--- src/design/pal_pkg.sv ---
// Package for the positional array list: capacity, field widths, operation
// and status codes, and the control word broadcast along the chain of cells.
// No dependencies.
package pal_pkg;

    localparam int CAPACITY = 64;
    localparam int FUNC_W   = 2;
    localparam int POS_W    = 6;
    localparam int DATA_W   = 32;
    localparam int STATUS_W = 2;
    localparam int COUNT_W  = 7;
    localparam int IDX_W    = (CAPACITY > 1) ? $clog2(CAPACITY) : 1;
    localparam int CNT_W    = $clog2(CAPACITY + 1);
    localparam int CMP_W    = (CNT_W > POS_W) ? CNT_W : POS_W;

    typedef enum logic [FUNC_W-1:0] {
        FUNC_READ   = 2'd0,
        FUNC_WRITE  = 2'd1,
        FUNC_INSERT = 2'd2,
        FUNC_REMOVE = 2'd3
    } t_func;

    typedef enum logic [STATUS_W-1:0] {
        STATUS_OK     = 2'd0,
        STATUS_FULL   = 2'd1,
        STATUS_EMPTY  = 2'd2,
        STATUS_BADPOS = 2'd3
    } t_status;

    typedef enum logic [2:0] {
        CELL_IDLE   = 3'd0,
        CELL_WRITE  = 3'd1,
        CELL_INSERT = 3'd2,
        CELL_REMOVE = 3'd3,
        CELL_LOAD   = 3'd4,
        CELL_SHIFT  = 3'd5
    } t_cell_op;

    typedef struct packed {
        t_cell_op          op;
        logic [CMP_W-1:0]  pos;
        logic [DATA_W-1:0] value;
    } t_cell_ctrl;

    typedef enum logic {
        S_IDLE = 1'b0,
        S_SCAN = 1'b1
    } t_state;

endpackage

--- src/design/pal_cell.sv ---
// One cell of the list: holds one entry and one read-scan carry register.
// Depends on pal_pkg for widths and the control word.
module pal_cell (
    input  logic                         i_clk,
    input  pal_pkg::t_cell_ctrl          i_ctrl,
    input  logic [pal_pkg::IDX_W-1:0]    i_index,
    input  logic [pal_pkg::DATA_W-1:0]   i_left,
    input  logic [pal_pkg::DATA_W-1:0]   i_right,
    input  logic [pal_pkg::DATA_W-1:0]   i_carry,
    output logic [pal_pkg::DATA_W-1:0]   o_entry,
    output logic [pal_pkg::DATA_W-1:0]   o_carry
);

    logic [pal_pkg::DATA_W-1:0] r_entry;
    logic [pal_pkg::DATA_W-1:0] n_entry;
    logic [pal_pkg::DATA_W-1:0] r_carry;
    logic [pal_pkg::DATA_W-1:0] n_carry;
    logic [pal_pkg::CMP_W-1:0]  w_index;

    assign w_index = pal_pkg::CMP_W'(i_index);

    always_comb begin
        n_entry = r_entry;
        n_carry = r_carry;
        unique case (i_ctrl.op)
            pal_pkg::CELL_WRITE: begin
                if (w_index == i_ctrl.pos) n_entry = i_ctrl.value;
            end
            pal_pkg::CELL_INSERT: begin
                // take the left neighbour above the position, the new value at it
                if (w_index > i_ctrl.pos) n_entry = i_left;
                else if (w_index == i_ctrl.pos) n_entry = i_ctrl.value;
            end
            pal_pkg::CELL_REMOVE: begin
                if (w_index >= i_ctrl.pos) n_entry = i_right;
            end
            pal_pkg::CELL_LOAD:  n_carry = r_entry;
            pal_pkg::CELL_SHIFT: n_carry = i_carry;
            default: ;
        endcase
    end

    always_ff @(posedge i_clk) begin
        r_entry <= n_entry;
        r_carry <= n_carry;
    end

    assign o_entry = r_entry;
    assign o_carry = r_carry;

endmodule

--- config.mk ---
export PLATFORM = sky130hd
export DESIGN_NAME = pal_cell
export DESIGN_NICKNAME = d
export VERILOG_FILES = /design/src/design/pal_pkg.sv /design/src/design/pal_cell.sv
export SDC_FILE = /design/constraint.sdc
export NUM_CORES = 1
export LEC_CHECK = 0
export BUFFER_PORTS_ARGS = -buffer_cell sky130_fd_sc_hd__clkbuf_2
export CAP_MARGIN = 20
export CORE_ASPECT_RATIO = 0.9
export CORE_MARGIN = 8
export CORE_UTILIZATION = 49
export CTS_BUF_LIST = sky130_fd_sc_hd__clkbuf_2
export CTS_CLUSTER_SIZE = 25
export DETAILED_ROUTE_END_ITERATION = 10
export PLACE_DENSITY = 0.85
export SETUP_SLACK_MARGIN = 0.15
export SLEW_MARGIN = 10
export SYNTH_ARGS = -nofsm -noshare
export SYNTH_HDL_FRONTEND = slang
export SYNTH_SLANG_ARGS = --single-unit
--- constraint.sdc ---
create_clock -name i_clk -period 8.9 [get_ports i_clk]
set_input_delay 0.89 -clock i_clk [delete_from_list [all_inputs] [get_ports i_clk]]
set_output_delay 0.89 -clock i_clk [all_outputs]
set_load 0.05 [all_outputs]
Yosys cells after proc, flatten, opt, wreduce, memory -nomap -nowiden
Cells that the tools add are included.
Widths: inputs -> output; s select.
{"block": "word_totals", "output_inout_bits": 64, "word_cells": 19, "memories": 0, "ram_bits": 0, "regBits": 64, "romBits": 0, "latchBits": 0}
{"block": "classes", "n_lt_le_gt_ge": 2, "n_mul": 0, "n_reduce_logical": 3, "bitwise": 0, "shifts": 0, "n_eq_ne": 7, "n_mux": 5, "n_div": 0, "addsub": 0}
{"cell": "$mux 32", "count": 3}
{"cell": "$pmux 32 s3", "count": 1}
{"cell": "$pmux 32 s2", "count": 1}
{"cell": "$eq 6x7->1", "count": 1}
{"cell": "$ge 6x7->1", "count": 1}
{"cell": "$gt 6x7->1", "count": 1}
{"cell": "$eq 3x2->1 const B", "count": 2}
{"cell": "$eq 3x3->1 const B", "count": 2}
{"cell": "$eq 3x1->1 const B", "count": 1}
{"cell": "$reduce_bool 3->1", "count": 1}
{"cell": "$ne 2x2->1 const B", "count": 1}
{"cell": "$reduce_and 2->1", "count": 1}
{"cell": "$reduce_bool 2->1", "count": 1}

Depth between registers and ports, before layout
{"block": "logic_depth", "word_depth": 4, "depth_mapped": 8}

Least setup slack after synthesis
Ideal clock, no wire load.
{"block": "synth_timing", "path_type": "input to register", "startpoint": "input i_ctrl[40] in the netlist's numbering", "endpoint": "register r_carry (netlist bit o_carry[10]), data pin", "setup_ns": 0.260, "t_arrival_ns": 3.258, "setup_slack_ns": 5.383, "required_time_ns": 8.640, "stages": 4, "path_buffers": 1, "cell_sequence": "nor2b_1 nand2_1 buf_2 mux2_2"}
{"block": "synth_between", "elab_chain_cells": 2, "elab_cells_between_ends": 3, "classes_between": "2 x eq/ne; 1 x mux"}
{"element": "from (decl)", "line": "pal_cell.sv:5", "text": "input pal_pkg::t_cell_ctrl i_ctrl,"}
{"element": "$eq 3x3->1", "line": "pal_cell.sv:25", "text": "unique case (i_ctrl.op)"}
{"element": "$pmux 32 s2 *", "line": "pal_cell.sv:25"}
{"element": "net n_carry (one bit)", "line": "pal_cell.sv:17", "text": "logic [pal_pkg::DATA_W-1:0] n_carry;"}
{"element": "to (signal assigned)", "line": "pal_cell.sv:45", "text": "r_carry <= n_carry;"}
{"element": "to (decl)", "line": "pal_cell.sv:16", "text": "logic [pal_pkg::DATA_W-1:0] r_carry;"}
Mark *: on every way through the listed nets, which the timed path passes. The rest lies on a longest branch.
A chain may end at the register's enable or synchronous reset.

Worst setup path after layout
{"block": "layout_timing", "startpoint": "input i_ctrl[41] in the netlist's numbering", "endpoint": "register r_carry (netlist bit o_carry[3]), data pin"}
Same word-level chain as after synthesis.

==> qor.yml <==
status: "complete, no violations"
num_antenna_cells: 0
die_w_um: 107
crit_start: "i_ctrl[41]"
port_buffers: 208
r2r_start: "o_entry[15]"
r2r_end: "o_entry[15]"
syn_area_per_cell_sq_um: 13.3
synth_area_sq_um: 3660
rsz0062_at_grt: "false"
relSlewSlack_pct: 32.3
rows: 30
layout.nets: 632
core_sq_um: 7390
hold_class: "reg -> reg"
instances_no_fill: 582
grt_pass1_wl_mm: 17.3
synth_area_leaders: "edfxtp_1 52%, o221ai_2 12%, mux2_2 9.8%, mux2i_1 8.7%, inv_1 4.0%"
syn_nets: 426
grt_pass1_vias: 3413
antenna_found_initial: 0
p_leak_uw: 0.00247
drt-total-wl_mm: 11.1
cp.required_ps: 9120
drcViolationCount: 0
vias: 2985
ios: 209
h-tree-depth: 3
max-clock-path-buffers: 2
fp.dieArea_sq_um: 10500
cp-start-kind: "input port"
drt.antenna.violating_nets: 0
ys_ff_latch: 64
fin_crit_ps: 3070
ys_types: 27
worstSetupPathType: "in -> reg"
final-setup-viol-count: 0
ys.flop_type: "edfxtp_1"
critPathMaxFanout: 33
gp_routability_congestion: 0.777
slew_viol_final: 0
synth_top_area_share_pct: 52.4
post-route-period-util_pct: 34.5
grtUsageTotal_pct: 20.8
cp-endpoint: "o_carry[3]"
dp.cells: 565
reg2regPathDepth: 2
synth-edff-count: 64
drv_cap: 0
drtPass1Iterations: 4
postCtsSetupRepairBufs: 0
syn_to_final_growth_pct: 35.8
overflow: 0
drtIter0Drc: 143
utilization_pct: 67.3
routedWlPerCell_um: 19.0
cts_tree: "yes"
synthArstFlopShare_pct: 0
finalHoldViolCount: 0
ctsHoldBuffers: 0
synth_cells: 275
grt_max_degree: 35
post_cts_resized: 0
critPathCaptureType: "flip-flop"
ir_drop_uv: 73.4
synthTopCellsByCount: "64 x edfxtp_1, 39 x inv_1, 34 x nand2_1"
die_h_um: 98.0
cts_buffers: 9
viasPerCell: 5.13
yosys_warnings: 0
synth.most_common_cell: "edfxtp_1"
cts.sinks: 64
post_route_cells_drive_above_1_share_pct: 60.7
setup_tns_ps: 0
fin_worst_skew_ps: 35.0
dpl.hpwl_mm: 8.40
worstSkewPairLatency_ps: 480
crit_arrival_ps: 3300
clk_pin_slew_ps: 220
yosys.area.top_type: "edfxtp_1"
powerDensity_nw_per_um2: 165
fmax_mhz: 325
floorplan.initialDensity_pct: 49.6
ff2ff_setup_slack_ps: 7810
tightest_slew_ps: 1010
root_buffer: "clkbuf_2"
ys_seq_area_share_pct: 52.4
[routing by layer]
metal,global-route usage [%],vias to the layer above,share of wire [%]
met5,0,-,0
met4,8.43,0,1.7
met3,4.81,15,6.7
met2,37.6,126,53
met1,22.6,1401,38
li1,-,1443,-
[worst min path at each step]
stage | startpoint | end | slack (ps) | cells past startpoint
3_5_place_dp | o_entry[20] | o_carry[20] | 600 | 1
5_1_grt | i_right[7] | o_entry[7] | 620 | 3
2_1_floorplan | o_entry[0] | o_carry[0] | 970 | 1
4_1_cts | o_entry[27] | o_carry[27] | 620 | 1
6_report | o_entry[27] | o_carry[27] | 620 | 1
3_3_place_gp | o_entry[26] | o_carry[26] | 590 | 1
[cell usage in the layout (no fill, tap or decap), types with 2 or more instances in the layout]
| master | Yosys | routed |
|---|---|---|
| clkbuf_2 | 0 | 217 |
| edfxtp_1 | 64 | 64 |
| inv_1 | 39 | 39 |
| nand2_1 | 34 | 34 |
| mux2i_1 | 32 | 32 |
| mux2_2 | 32 | 32 |
| o221ai_2 | 30 | 30 |
| ha_1 | 6 | 6 |
| bufinv_16 | 0 | 4 |
| nor2_1 | 3 | 3 |
| a21oi_1 | 2 | 2 |
| o221ai_1 | 2 | 2 |
| buf_4 | 1 | 2 |
[per-stage QoR]
| step | power [uW] | hold slack, ps | cell area [sq um] | setup slack, ps |
|---|---|---|---|---|
| global placement | 557 | 590 | 4750 | 5360 |
| global route | 851 | 619 | 4980 | 5690 |
| floorplan | 500 | 972 | 3660 | 5380 |
| finish | 821 | 616 | 4980 | 5830 |
| detailed placement | 564 | 604 | 4770 | 5240 |
| CTS | 827 | 624 | 4960 | 5830 |
[report_power, final]
group / internal (uW) / leakage, uW / total, uW / switching (uW)
Clock: 150 / 0.000106 / 265 / 114
Combinational: 67.9 / 0.00176 / 187 / 119
Sequential: 358 / 0.000605 / 369 / 10.9
[flip-flops by register name (all words and copies together) (netlist names)]
name and flops:
o_entry 32, o_carry 32
[area by class of cell]
cell class | count | area [sq um]
clock buffer | 9 | 45.0
clock inverter | 7 | 143
fill | 563 | 2420
tap | 96 | 120
timing repair buffer | 212 | 1090
multi-input combinational | 155 | 1510
sequential | 64 | 1920
inverter | 39 | 146
[cells by family (layout without fill, tap and decap cells)]
family / count (synthesis) / count (layout) / synth area share [%]
AOI/OAI and AO/OA: 41 / 41 / 15.0
adders and majority gates: 6 / 6 / 2.05
buffers and inverters: 56 / 267 / 6.93
DFF: 64 / 64 / 52.4
muxes: 64 / 64 / 18.6
and+or+nand+nor: 44 / 44 / 5.05
[worst max-delay path: stages]
cell and delay [ps]:
clkbuf_2 100, nor2b_4 820, nand2_1 710, buf_4 440
mux2_2 310
(Power assumes the default switching activity.)
